### config.mk
export PLATFORM = sky130hd
export DESIGN_NAME = stable_matching_proposer_unit
export DESIGN_NICKNAME = d
export VERILOG_FILES = /design/src/sv/smp_pkg.sv /design/src/sv/smp_sequencer.sv /design/src/sv/smp_datapath.sv /design/src/sv/stable_matching_proposer_unit.sv
export SDC_FILE = /design/constraint.sdc
export NUM_CORES = 2
export LEC_CHECK = 0
export BUFFER_PORTS_ARGS = -buffer_cell sky130_fd_sc_hd__buf_4
export CELL_PAD_IN_SITES_DETAIL_PLACEMENT = 1
export CELL_PAD_IN_SITES_GLOBAL_PLACEMENT = 2
export CORE_MARGIN = 2
export CORE_UTILIZATION = 52
export DETAILED_ROUTE_END_ITERATION = 16
export HOLD_SLACK_MARGIN = 0.08
export PLACE_DENSITY = 0.94
export SLEW_MARGIN = 40
export SYNTH_ARGS = -nofsm -noshare
export SYNTH_HDL_FRONTEND = slang
export SYNTH_SLANG_ARGS = --single-unit
export TNS_END_PERCENT = 1
### constraint.sdc
create_clock -name aclk -period 8.2 [get_ports aclk]
set_input_delay 0 -clock aclk [delete_from_list [all_inputs] [get_ports aclk]]
set_output_delay 0 -clock aclk [all_outputs]
set_load 0.01 [all_outputs]
### src/sv/smp_pkg.sv
`timescale 1ns / 1ps
// ----------------------------------------------------------------------------
// smp_pkg: shared types, codes and microprogram of the stable matching block
// Holds the control word layout, the datapath operation and branch condition
// codes, the stream action codes and the microcode table itself.
// ----------------------------------------------------------------------------
package smp_pkg;

    // sizes fixed by the stream format
    localparam int DEF_MAX_PEOPLE = 16;
    localparam int CHOICE_W       = 4;
    localparam int PAIR_CNT_W     = 5;
    localparam logic [PAIR_CNT_W-1:0] PAIR_CNT_RESET = 5'd16;
    localparam int S_TDATA_W      = 16;
    localparam int M_TDATA_W      = 8;

    // action codes carried on s_tuser
    localparam int ACT_W = 2;
    localparam logic [ACT_W-1:0] ACT_LOAD_MAN   = 2'd0;
    localparam logic [ACT_W-1:0] ACT_LOAD_WOMAN = 2'd1;
    localparam logic [ACT_W-1:0] ACT_RUN        = 2'd2;

    // datapath operations
    localparam int OP_W = 4;
    localparam logic [OP_W-1:0] OP_IDLE    = 4'd0;
    localparam logic [OP_W-1:0] OP_INIT    = 4'd1;
    localparam logic [OP_W-1:0] OP_START   = 4'd2;
    localparam logic [OP_W-1:0] OP_PROPOSE = 4'd3;
    localparam logic [OP_W-1:0] OP_ANSWER  = 4'd4;
    localparam logic [OP_W-1:0] OP_SCAN    = 4'd5;
    localparam logic [OP_W-1:0] OP_COMPARE = 4'd6;
    localparam logic [OP_W-1:0] OP_NEXT    = 4'd7;
    localparam logic [OP_W-1:0] OP_EMIT    = 4'd8;

    // branch conditions
    localparam int COND_W = 3;
    localparam logic [COND_W-1:0] CND_ALWAYS    = 3'd0;
    localparam logic [COND_W-1:0] CND_RUN       = 3'd1;
    localparam logic [COND_W-1:0] CND_MAN_DONE  = 3'd2;
    localparam logic [COND_W-1:0] CND_ANSWERED  = 3'd3;
    localparam logic [COND_W-1:0] CND_SCAN_END  = 3'd4;
    localparam logic [COND_W-1:0] CND_DECIDED   = 3'd5;
    localparam logic [COND_W-1:0] CND_LAST_MAN  = 3'd6;
    localparam logic [COND_W-1:0] CND_EMIT_LAST = 3'd7;

    // microprogram step addresses
    localparam int STEP_W = 4;
    localparam logic [STEP_W-1:0] ST_IDLE    = 4'd0;
    localparam logic [STEP_W-1:0] ST_INIT    = 4'd1;
    localparam logic [STEP_W-1:0] ST_START   = 4'd2;
    localparam logic [STEP_W-1:0] ST_TEST    = 4'd3;
    localparam logic [STEP_W-1:0] ST_ANSWER  = 4'd4;
    localparam logic [STEP_W-1:0] ST_SCAN    = 4'd5;
    localparam logic [STEP_W-1:0] ST_COMPARE = 4'd6;
    localparam logic [STEP_W-1:0] ST_NEXT    = 4'd7;
    localparam logic [STEP_W-1:0] ST_EMIT    = 4'd8;

    // one control word: operation, branch condition, taken / not taken targets
    typedef struct packed {
        logic [OP_W-1:0]   op;
        logic [COND_W-1:0] cond;
        logic [STEP_W-1:0] jt;
        logic [STEP_W-1:0] jf;
    } uword_t;

    // status from the datapath back to the sequencer
    typedef struct packed {
        logic run;
        logic man_done;
        logic answered;
        logic scan_end;
        logic decided;
        logic last_man;
        logic emit_last;
    } flags_t;

    // microcode table
    function automatic uword_t ucode_rom(input logic [STEP_W-1:0] step);
        uword_t w;
        case (step)
            ST_IDLE:    w = '{OP_IDLE,    CND_RUN,       ST_INIT,  ST_IDLE};
            ST_INIT:    w = '{OP_INIT,    CND_ALWAYS,    ST_START, ST_START};
            ST_START:   w = '{OP_START,   CND_ALWAYS,    ST_TEST,  ST_TEST};
            ST_TEST:    w = '{OP_PROPOSE, CND_MAN_DONE,  ST_NEXT,  ST_ANSWER};
            ST_ANSWER:  w = '{OP_ANSWER,  CND_ANSWERED,  ST_TEST,  ST_SCAN};
            ST_SCAN:    w = '{OP_SCAN,    CND_SCAN_END,  ST_TEST,  ST_COMPARE};
            ST_COMPARE: w = '{OP_COMPARE, CND_DECIDED,   ST_TEST,  ST_SCAN};
            ST_NEXT:    w = '{OP_NEXT,    CND_LAST_MAN,  ST_EMIT,  ST_START};
            ST_EMIT:    w = '{OP_EMIT,    CND_EMIT_LAST, ST_IDLE,  ST_EMIT};
            default:    w = '{OP_IDLE,    CND_ALWAYS,    ST_IDLE,  ST_IDLE};
        endcase
        return w;
    endfunction

endpackage

### src/sv/smp_sequencer.sv
`timescale 1ns / 1ps
// ----------------------------------------------------------------------------
// smp_sequencer: microprogram step counter
// Reads the control word of the current step from the microcode table and
// picks the next step from the branch condition the word selects.
// ----------------------------------------------------------------------------
module smp_sequencer (
    input  logic            aclk,
    input  logic            aresetn,
    input  smp_pkg::flags_t flags,
    output smp_pkg::uword_t uword
);
    import smp_pkg::*;

    logic [STEP_W-1:0] step_reg;
    logic [STEP_W-1:0] step_next;
    logic              cond_hit;

    assign uword = ucode_rom(step_reg);

    // branch condition select
    always_comb begin
        case (uword.cond)
            CND_ALWAYS:    cond_hit = 1'b1;
            CND_RUN:       cond_hit = flags.run;
            CND_MAN_DONE:  cond_hit = flags.man_done;
            CND_ANSWERED:  cond_hit = flags.answered;
            CND_SCAN_END:  cond_hit = flags.scan_end;
            CND_DECIDED:   cond_hit = flags.decided;
            CND_LAST_MAN:  cond_hit = flags.last_man;
            CND_EMIT_LAST: cond_hit = flags.emit_last;
            default:       cond_hit = 1'b0;
        endcase
        step_next = cond_hit ? uword.jt : uword.jf;
    end

    always_ff @(posedge aclk) begin
        if (!aresetn) begin
            step_reg <= ST_IDLE;
        end else begin
            step_reg <= step_next;
        end
    end

endmodule

### src/sv/smp_datapath.sv
`timescale 1ns / 1ps
// ----------------------------------------------------------------------------
// smp_datapath: preference stores, engagement state and stream ports
// Executes one operation per cycle as the control word directs: list loads,
// proposals, the rank scan of a woman's list, and emission of the pairs.
// ----------------------------------------------------------------------------
module smp_datapath #(
    parameter int MAX_PEOPLE = smp_pkg::DEF_MAX_PEOPLE
) (
    input  logic                            aclk,
    input  logic                            aresetn,
    input  smp_pkg::uword_t                 uword,
    output smp_pkg::flags_t                 flags,
    // configuration write channel
    input  logic                            cfg_valid,
    output logic                            cfg_ready,
    input  logic [smp_pkg::PAIR_CNT_W-1:0]  cfg_data,
    // input beats
    input  logic                            s_tvalid,
    output logic                            s_tready,
    input  logic [smp_pkg::S_TDATA_W-1:0]   s_tdata,   // person, rank_slot, choice
    input  logic [smp_pkg::ACT_W-1:0]       s_tuser,   // action
    // result beats
    output logic                            m_tvalid,
    input  logic                            m_tready,
    output logic [smp_pkg::M_TDATA_W-1:0]   m_tdata,   // man_index, woman_index
    output logic                            m_tlast    // last_pair
);
    import smp_pkg::*;

    localparam int PW    = (MAX_PEOPLE > 1) ? $clog2(MAX_PEOPLE) : 1;
    localparam int NW    = $clog2(MAX_PEOPLE + 1);
    localparam int DEPTH = MAX_PEOPLE * MAX_PEOPLE;
    localparam int AW    = $clog2(DEPTH);
    localparam int CW    = (NW > CHOICE_W) ? NW : CHOICE_W;
    localparam logic [5:0]    MAX6 = 6'(MAX_PEOPLE);
    localparam logic [NW-1:0] MAXN = NW'(MAX_PEOPLE);
    localparam logic [AW-1:0] MAXA = AW'(MAX_PEOPLE);

    // preference stores
    logic [CHOICE_W-1:0] man_mem   [DEPTH];
    logic [CHOICE_W-1:0] woman_mem [DEPTH];

    // registers
    logic [PAIR_CNT_W-1:0] pc_reg,     pc_next;
    logic [NW-1:0]         n_reg,      n_next;
    logic [PW-1:0]         outer_reg,  outer_next;
    logic [PW-1:0]         m_reg,      m_next;
    logic [PW-1:0]         w_reg,      w_next;
    logic [PW-1:0]         h_reg,      h_next;
    logic [NW-1:0]         pos_reg,    pos_next;
    logic [NW-1:0]         np_reg [MAX_PEOPLE];
    logic [NW-1:0]         np_next [MAX_PEOPLE];
    logic                  hv_reg [MAX_PEOPLE];
    logic                  hv_next [MAX_PEOPLE];
    logic [PW-1:0]         hb_reg [MAX_PEOPLE];
    logic [PW-1:0]         hb_next [MAX_PEOPLE];
    logic                  wv_reg [MAX_PEOPLE];
    logic                  wv_next [MAX_PEOPLE];
    logic [PW-1:0]         wf_reg [MAX_PEOPLE];
    logic [PW-1:0]         wf_next [MAX_PEOPLE];
    logic [CHOICE_W-1:0]   man_rd_reg;
    logic [CHOICE_W-1:0]   woman_rd_reg;
    logic                  m_tvalid_reg, m_tvalid_next;
    logic [M_TDATA_W-1:0]  m_tdata_reg,  m_tdata_next;
    logic                  m_tlast_reg,  m_tlast_next;

    // combinational helpers
    logic [CHOICE_W-1:0] ld_person, ld_slot, ld_choice;
    logic                ld_fits, in_beat;
    logic                ld_man_we, ld_woman_we;
    logic [AW-1:0]       ld_addr, prop_addr, scan_addr;
    logic                prop_en, scan_en;
    logic [NW-1:0]       n_calc;
    logic [PW-1:0]       w_idx;
    logic                w_out, man_done, scan_end, match_m, match_h;
    logic                last_man, out_free;
    logic [CW-1:0]       wife_wide, man_wide;

    assign cfg_ready = 1'b1;
    assign s_tready  = (uword.op == OP_IDLE);
    assign in_beat   = s_tvalid && s_tready;

    assign ld_person = s_tdata[3:0];
    assign ld_slot   = s_tdata[7:4];
    assign ld_choice = s_tdata[11:8];

    // loads outside the store are dropped
    assign ld_fits     = ({2'b00, ld_person} < MAX6) && ({2'b00, ld_slot} < MAX6);
    assign ld_man_we   = in_beat && ld_fits && (s_tuser == ACT_LOAD_MAN);
    assign ld_woman_we = in_beat && ld_fits && (s_tuser == ACT_LOAD_WOMAN);
    assign ld_addr     = AW'(ld_person) * MAXA + AW'(ld_slot);

    // clamp of the pair count to 1..MAX_PEOPLE
    always_comb begin
        if (pc_reg == '0) begin
            n_calc = NW'(1);
        end else if ({1'b0, pc_reg} > MAX6) begin
            n_calc = MAXN;
        end else begin
            n_calc = NW'(pc_reg);
        end
    end

    // status terms
    assign man_done  = wv_reg[m_reg] || (np_reg[m_reg] >= n_reg);
    assign prop_en   = (uword.op == OP_PROPOSE) && !man_done;
    assign prop_addr = AW'(m_reg) * MAXA + AW'(np_reg[m_reg]);
    assign w_idx     = PW'(man_rd_reg);
    assign w_out     = CW'(man_rd_reg) >= CW'(n_reg);
    assign scan_end  = pos_reg >= n_reg;
    assign scan_en   = (uword.op == OP_SCAN) && !scan_end;
    assign scan_addr = AW'(w_reg) * MAXA + AW'(pos_reg);
    assign match_m   = CW'(woman_rd_reg) == CW'(m_reg);
    assign match_h   = CW'(woman_rd_reg) == CW'(h_reg);
    assign last_man  = (NW'(outer_reg) + NW'(1)) == n_reg;
    assign out_free  = !m_tvalid_reg || m_tready;
    assign wife_wide = wv_reg[outer_reg] ? CW'(wf_reg[outer_reg]) : '0;
    assign man_wide  = CW'(outer_reg);

    always_comb begin
        flags.run       = in_beat && (s_tuser == ACT_RUN);
        flags.man_done  = man_done;
        flags.answered  = w_out || !hv_reg[w_idx];
        flags.scan_end  = scan_end;
        flags.decided   = match_m || match_h;
        flags.last_man  = last_man;
        flags.emit_last = out_free && last_man;
    end

    // next-state logic, one operation per control word
    always_comb begin
        pc_next       = pc_reg;
        n_next        = n_reg;
        outer_next    = outer_reg;
        m_next        = m_reg;
        w_next        = w_reg;
        h_next        = h_reg;
        pos_next      = pos_reg;
        np_next       = np_reg;
        hv_next       = hv_reg;
        hb_next       = hb_reg;
        wv_next       = wv_reg;
        wf_next       = wf_reg;
        m_tvalid_next = m_tvalid_reg && !m_tready;
        m_tdata_next  = m_tdata_reg;
        m_tlast_next  = m_tlast_reg;

        if (cfg_valid) begin
            pc_next = cfg_data;
        end

        case (uword.op)
            OP_INIT: begin
                n_next     = n_calc;
                outer_next = '0;
                for (int i = 0; i < MAX_PEOPLE; i++) begin
                    np_next[i] = '0;
                    hv_next[i] = 1'b0;
                    wv_next[i] = 1'b0;
                end
            end
            OP_START: begin
                m_next = outer_reg;
            end
            OP_PROPOSE: begin
                if (!man_done) begin
                    np_next[m_reg] = np_reg[m_reg] + NW'(1);
                end
            end
            OP_ANSWER: begin
                // free woman accepts; engaged one starts the rank scan
                w_next = w_idx;
                if (!w_out && !hv_reg[w_idx]) begin
                    hv_next[w_idx] = 1'b1;
                    hb_next[w_idx] = m_reg;
                    wv_next[m_reg] = 1'b1;
                    wf_next[m_reg] = w_idx;
                end else if (!w_out) begin
                    h_next   = hb_reg[w_idx];
                    pos_next = '0;
                end
            end
            OP_SCAN: begin
                if (!scan_end) begin
                    pos_next = pos_reg + NW'(1);
                end
            end
            OP_COMPARE: begin
                // new man found first in her list: swap, dropped man proposes
                if (match_m) begin
                    wv_next[h_reg] = 1'b0;
                    hb_next[w_reg] = m_reg;
                    wv_next[m_reg] = 1'b1;
                    wf_next[m_reg] = w_reg;
                    m_next         = h_reg;
                end
            end
            OP_NEXT: begin
                outer_next = last_man ? '0 : outer_reg + PW'(1);
            end
            OP_EMIT: begin
                if (out_free) begin
                    m_tvalid_next = 1'b1;
                    m_tdata_next  = {wife_wide[3:0], man_wide[3:0]};
                    m_tlast_next  = last_man;
                    if (!last_man) begin
                        outer_next = outer_reg + PW'(1);
                    end
                end
            end
            default: begin
            end
        endcase
    end

    // control state
    always_ff @(posedge aclk) begin
        if (!aresetn) begin
            pc_reg       <= PAIR_CNT_RESET;
            n_reg        <= MAXN;
            outer_reg    <= '0;
            m_tvalid_reg <= 1'b0;
            for (int i = 0; i < MAX_PEOPLE; i++) begin
                np_reg[i] <= '0;
                hv_reg[i] <= 1'b0;
                wv_reg[i] <= 1'b0;
            end
        end else begin
            pc_reg       <= pc_next;
            n_reg        <= n_next;
            outer_reg    <= outer_next;
            m_tvalid_reg <= m_tvalid_next;
            np_reg       <= np_next;
            hv_reg       <= hv_next;
            wv_reg       <= wv_next;
        end
    end

    // payload registers
    always_ff @(posedge aclk) begin
        m_reg       <= m_next;
        w_reg       <= w_next;
        h_reg       <= h_next;
        pos_reg     <= pos_next;
        hb_reg      <= hb_next;
        wf_reg      <= wf_next;
        m_tdata_reg <= m_tdata_next;
        m_tlast_reg <= m_tlast_next;
    end

    // man list store: load write port, registered proposal read
    always_ff @(posedge aclk) begin
        if (ld_man_we) begin
            man_mem[ld_addr] <= ld_choice;
        end
        if (prop_en) begin
            man_rd_reg <= man_mem[prop_addr];
        end
    end

    // woman list store: load write port, registered rank scan read
    always_ff @(posedge aclk) begin
        if (ld_woman_we) begin
            woman_mem[ld_addr] <= ld_choice;
        end
        if (scan_en) begin
            woman_rd_reg <= woman_mem[scan_addr];
        end
    end

    assign m_tvalid = m_tvalid_reg;
    assign m_tdata  = m_tdata_reg;
    assign m_tlast  = m_tlast_reg;

`ifndef SYNTH
    // a result beat only appears out of the emit step
    a_emit_only: assert property (@(posedge aclk) disable iff (!aresetn)
        $rose(m_tvalid_reg) |-> $past(uword.op == OP_EMIT))
        else $error("result beat raised outside emit step");

    // a run beat closes the input until the run is over
    a_run_blocks: assert property (@(posedge aclk) disable iff (!aresetn)
        (in_beat && s_tuser == ACT_RUN) |=> !s_tready)
        else $error("input still open after run beat");

    // the latched count stays in range for the whole run
    a_count_range: assert property (@(posedge aclk) disable iff (!aresetn)
        (uword.op != OP_IDLE && uword.op != OP_INIT) |-> (n_reg != '0 && n_reg <= MAXN))
        else $error("pair count out of range during run");

    // an engaged proposer is recorded as her husband
    a_engaged_pair: assert property (@(posedge aclk) disable iff (!aresetn)
        (uword.op == OP_PROPOSE && wv_reg[m_reg])
            |-> (hv_reg[wf_reg[m_reg]] && hb_reg[wf_reg[m_reg]] == m_reg))
        else $error("engagement records disagree");

    // after a swap the dropped man proposes next and is free
    a_swap_frees: assert property (@(posedge aclk) disable iff (!aresetn)
        (uword.op == OP_COMPARE && match_m) |=> (!wv_reg[m_reg] && uword.op == OP_PROPOSE))
        else $error("dropped man not freed after swap");
`endif

endmodule

### src/sv/stable_matching_proposer_unit.sv
`timescale 1ns / 1ps
// ----------------------------------------------------------------------------
// stable_matching_proposer_unit: man-proposing stable matching engine
// Microcoded sequencer driving a datapath with two preference list stores.
// ----------------------------------------------------------------------------
// Usage:
//   s_* channel: s_tuser picks the action (load man list entry, load woman
//   list entry, run). Load beats are taken one per cycle while idle and
//   write one list entry; they produce no result. A run beat closes s_tready
//   until the last pair of the run has been placed in the m_* output register.
//   m_* channel: one beat per man, in man order, tlast on the final pair.
//   cfg_* channel: pair_count, always ready; write it only while idle.
// Steps of a run: a setup step, then for each man a start step, a propose and
//   an answer step per proposal, a scan and a compare step per position read
//   from an engaged woman's list (the woman store has a single read port), a
//   last scan step when her scan runs through all n positions, a final test
//   and an advance step; after the last man, n result beats at one per cycle
//   while m_tready stays high.
// Reset: pair_count returns to 16, all engagements clear, output empty;
//   list stores keep their contents and must be loaded before a run.
// Stall: a low m_tready freezes the emit step; the pending pair stays on
//   m_tdata, the sequencer waits and s_tready stays low.
// ----------------------------------------------------------------------------
module stable_matching_proposer_unit #(
    parameter int MAX_PEOPLE = smp_pkg::DEF_MAX_PEOPLE
) (
    input  logic                            aclk,
    input  logic                            aresetn,
    input  logic                            cfg_valid,
    output logic                            cfg_ready,
    input  logic [smp_pkg::PAIR_CNT_W-1:0]  cfg_data,  // pair_count
    input  logic                            s_tvalid,
    output logic                            s_tready,
    input  logic [smp_pkg::S_TDATA_W-1:0]   s_tdata,   // person, rank_slot, choice
    input  logic [smp_pkg::ACT_W-1:0]       s_tuser,   // action
    output logic                            m_tvalid,
    input  logic                            m_tready,
    output logic [smp_pkg::M_TDATA_W-1:0]   m_tdata,   // man_index, woman_index
    output logic                            m_tlast    // last_pair
);
    import smp_pkg::*;

    uword_t uword;
    flags_t flags;

    // microprogram control
    smp_sequencer u_seq (
        .aclk    (aclk),
        .aresetn (aresetn),
        .flags   (flags),
        .uword   (uword)
    );

    // stores, matching state and ports
    smp_datapath #(
        .MAX_PEOPLE (MAX_PEOPLE)
    ) u_dp (
        .aclk      (aclk),
        .aresetn   (aresetn),
        .uword     (uword),
        .flags     (flags),
        .cfg_valid (cfg_valid),
        .cfg_ready (cfg_ready),
        .cfg_data  (cfg_data),
        .s_tvalid  (s_tvalid),
        .s_tready  (s_tready),
        .s_tdata   (s_tdata),
        .s_tuser   (s_tuser),
        .m_tvalid  (m_tvalid),
        .m_tready  (m_tready),
        .m_tdata   (m_tdata),
        .m_tlast   (m_tlast)
    );

endmodule

==> impl_metrics.yaml <==
yosys:
  synth_top_family_by_area: "multiplexers"
  syn-cell-area_sq_um: 96100
  synthCells: 6076
  yosys.area_share.simple_pct: 9.01
  yosysSeqAreaShare_pct: 72.0
  yosys.cell_types.count: 69
  yosys.cell_count.top_type: "edfxtp_1"
  ys_seq_elements: 2351
  async_flop_share_pct: 0
  synth.avg_cell_area_sq_um: 15.8
  muxShareOfSynthArea_pct: 12.5
  synthAdderAreaFrac_pct: 0.339
  synth.top_cell.area_share_pct: 69.1
  synth_common_cells: "edfxtp_1, nor2_1, nand2_1"
  synth_xor_area_share_pct: 0.182
  synth_compound_area_share_pct: 4.17
  ys_warn_count: 0
  synth_nets: 6130
  yosys.area.top_type: "edfxtp_1"
  synthFlopType: "edfxtp_1"
  synth_area_leaders: "edfxtp_1, mux4_2, dfxtp_1"
  synth_edf_count: 2210
clock_tree:
  numCtsBuffers: 226
  cts_sinks: 2351
  cts_setup_buffers: 0
  cts_tree: "done"
  cts-htree-levels: 4
  root_buffer: "clkbuf_16"
  path_clk_slew_ps: 70
  worstSkewPairLatency_ps: 880
  clockBufferDepth: 3
floorplanning:
  die_width_um: 434
  dieArea_sq_um: 188000
  design.portCount: 40
  core_area_sq_um: 183000
  start_util_pct: 52.4
  die_h_um: 434
  row_count: 157
worst_setup_path:
  max_stage_delay_ps: 880
  crit_buf_inv: 5
  reg2reg_from: "u_dp.m_reg[3]$_DFFE_PP_"
  cp_top_family: "buffers and inverters"
  cp_max_fo: 124
  worstSetupStartpointType: "register"
  r2r_cells: 15
  cp.arrival_ps: 7160
  reg2reg_slack_ps: 1650
  cp-end-kind: "register"
  crit_slowest_cell: "a2111oi_0"
  path_depth: 15
  cp_cell_sequence: "buf_4 > mux2_1 > mux4_2 > mux2i_4 > buf_12 > inv_8 > buf_16 > buf_4 > mux2i_1 > mux2i_1 > a2111oi_0 > a2111oi_0 > and4_1 > nand4_1 > nor3_1"
  r2r_end: "u_dp.man_rd_reg[2]$_DFFE_PP_"
  crit_type: "register to register"
  worstPathRequired_ps: 8810
power:
  vdd_drop_max_mv: 0.253
  power_per_cell_area_nw_per_um2: 242
  p_leak_uw: 0.0335
drt:
  drt_iter0_drc: 6831
  avgViaCountPerCell: 6.59
  drc: 0
  num_vias: 57700
  antenna_left: 0
  routedWlPerCell_um: 32.4
  finalWirelength_um: 284000
  drt_pass1_iterations: 8
place:
  dp_hpwl_um: 159000
  port_buffers: 34
  place_congestion: 0.819
sta:
  period_share_pct: 79.9
  finalMaxSlewViolations: 0
  rsz0062_at_grt: "no"
  finalCriticalPeriod_ps: 6550
  tightest_slew_ps: 963
  setup_violations: 0
  relSlewSlack_pct: 35.6
  fin_skew_ps: 57.9
  timing.fmax_mhz: 153
  final.setup.tns_ps: 0
  hold_violations: 0
worst_hold_path:
  min_from: "s_tdata[8]"
  holdPathStages: 2
  hp-class: "input pin to register"
  worstHoldEndpoint: "u_dp.woman_mem[109][0]$_DFFE_PP_"
flow_run:
  cap_violations: 0
global_route:
  antenna_found_initial: 11
  first_global_vias: 59900
  track_usage_pct: 30.1
  grt_pass1_wl_um: 413000
  grt-ovfl-total: 0
  grt_max_degree: 203
final_layout:
  nets: 6145
  multiInputGateArea_sq_um: 25300
  synthToLayoutAreaGrowth_pct: 11.6
  nFillCells: 16300
  seqCellArea_sq_um: 69200
  fin_util_pct: 58.5
  final_layout_size_suffix_gt1_share_pct: 15.4
run_status:
  status: "finished clean"
## worst max-delay path by stage
stage	start	end	slack, ps
after global routing	u_dp.m_reg[3]$_DFFE_PP_	u_seq.uword[9]$_DFF_P_	1370
final	u_dp.m_reg[3]$_DFFE_PP_	u_dp.man_rd_reg[2]$_DFFE_PP_	1650
after floorplan	u_dp.m_reg[3]$_DFFE_PP_	u_seq.uword[9]$_DFF_P_	2550
after global placement	u_dp.m_reg[3]$_DFFE_PP_	u_seq.uword[9]$_DFF_P_	1950
after detailed placement	u_dp.m_reg[3]$_DFFE_PP_	u_seq.uword[9]$_DFF_P_	1810
after CTS	u_dp.m_reg[3]$_DFFE_PP_	u_seq.uword[9]$_DFF_P_	1710
## kinds of logic after synthesis
| family | count (synthesis) |
|---|---|
| buffers and inverters | 434 |
| xor gates and xnor gates | 20 |
| and+or+nand+nor | 1968 |
| other | 1 |
| muxes | 679 |
| DFF | 2351 |
| adders and majority gates | 26 |
| AOI/OAI and AO/OA | 597 |
## per-layer routing
metal	vias up	routed length, um	GRT usage [%]
li1	23500	-	-
met3	796	25100	5.34
met4	10	14400	14.0
met2	3563	140000	49.5
met1	29800	104000	39.1
met5	-	73	0
## area by class of cell
type,instances,share of cell area [%]
Sequential cell,2351,64.6
Clock inverter,140,1.44
Multi-Input combinational cell,3291,23.6
Clock buffer,275,5.55
Antenna cell,3,0.00700
Inverter,25,0.0969
Tap cell,2464,2.88
Timing Repair Buffer,196,1.82
## report_power, final
part	internal (uW)	total (uW)	switching, uW
clock	6020	10800	4750
combinational	578	1880	1300
sequential	13200	13300	80.8
total	19800	25900	6130
## metrics by stage
stage / total power, uW / hold slack, ps / area, sq um / setup slack [ps] / instances
6_report: 25900 / 146 / 107000 / 1650 / 8745
3_5_place_dp: 15300 / 236 / 99000 / 1810 / 8279
2_1_floorplan: 14500 / 98.9 / 96100 / 2550 / 6076
4_1_cts: 25900 / 90.9 / 107000 / 1710 / 8728
5_1_grt: 26400 / 124 / 107000 / 1370 / 8745
3_3_place_gp: 15200 / 229 / 98800 / 1950 / 8275
## layout by cell type (no fill, tap or decap), types with 37 or more instances in the layout
| master | n |
|---|---|
| dfxtp_1 | 140 |
| nor2_1 | 682 |
| mux2i_1 | 254 |
| buf_4 | 123 |
| o22ai_1 | 61 |
| clkbuf_16 | 229 |
| nor3_1 | 52 |
| a31oi_1 | 43 |
| clkbuf_1 | 41 |
| dlygate4sd3_1 | 37 |
| a22oi_1 | 85 |
| o21ai_0 | 62 |
| nor2b_1 | 163 |
| nand3_1 | 216 |
| edfxtp_1 | 2210 |
| o221ai_1 | 55 |
| nand2_1 | 644 |
| clkinv_1 | 42 |
| mux4_2 | 412 |
| a21oi_1 | 142 |
| and2_1 | 37 |
| clkinv_2 | 42 |
## repair_timing
item	4_1_cts	5_1_grt
hold buffers	34	3
gates resized for setup	0	0
endpoints found under the hold margin	799	30
setup endpoints to repair	0	0
## worst reg2reg max path: cells and delay by family, from the launching register on
kind,cells,cell delay (ps)
AO/OA/AOI/OAI,2,1090
buffers and inverters,5,2210
flip-flops,1,720
AND/OR/NAND/NOR,3,640
multiplexers,5,1620
(Power assumes the default switching activity.)
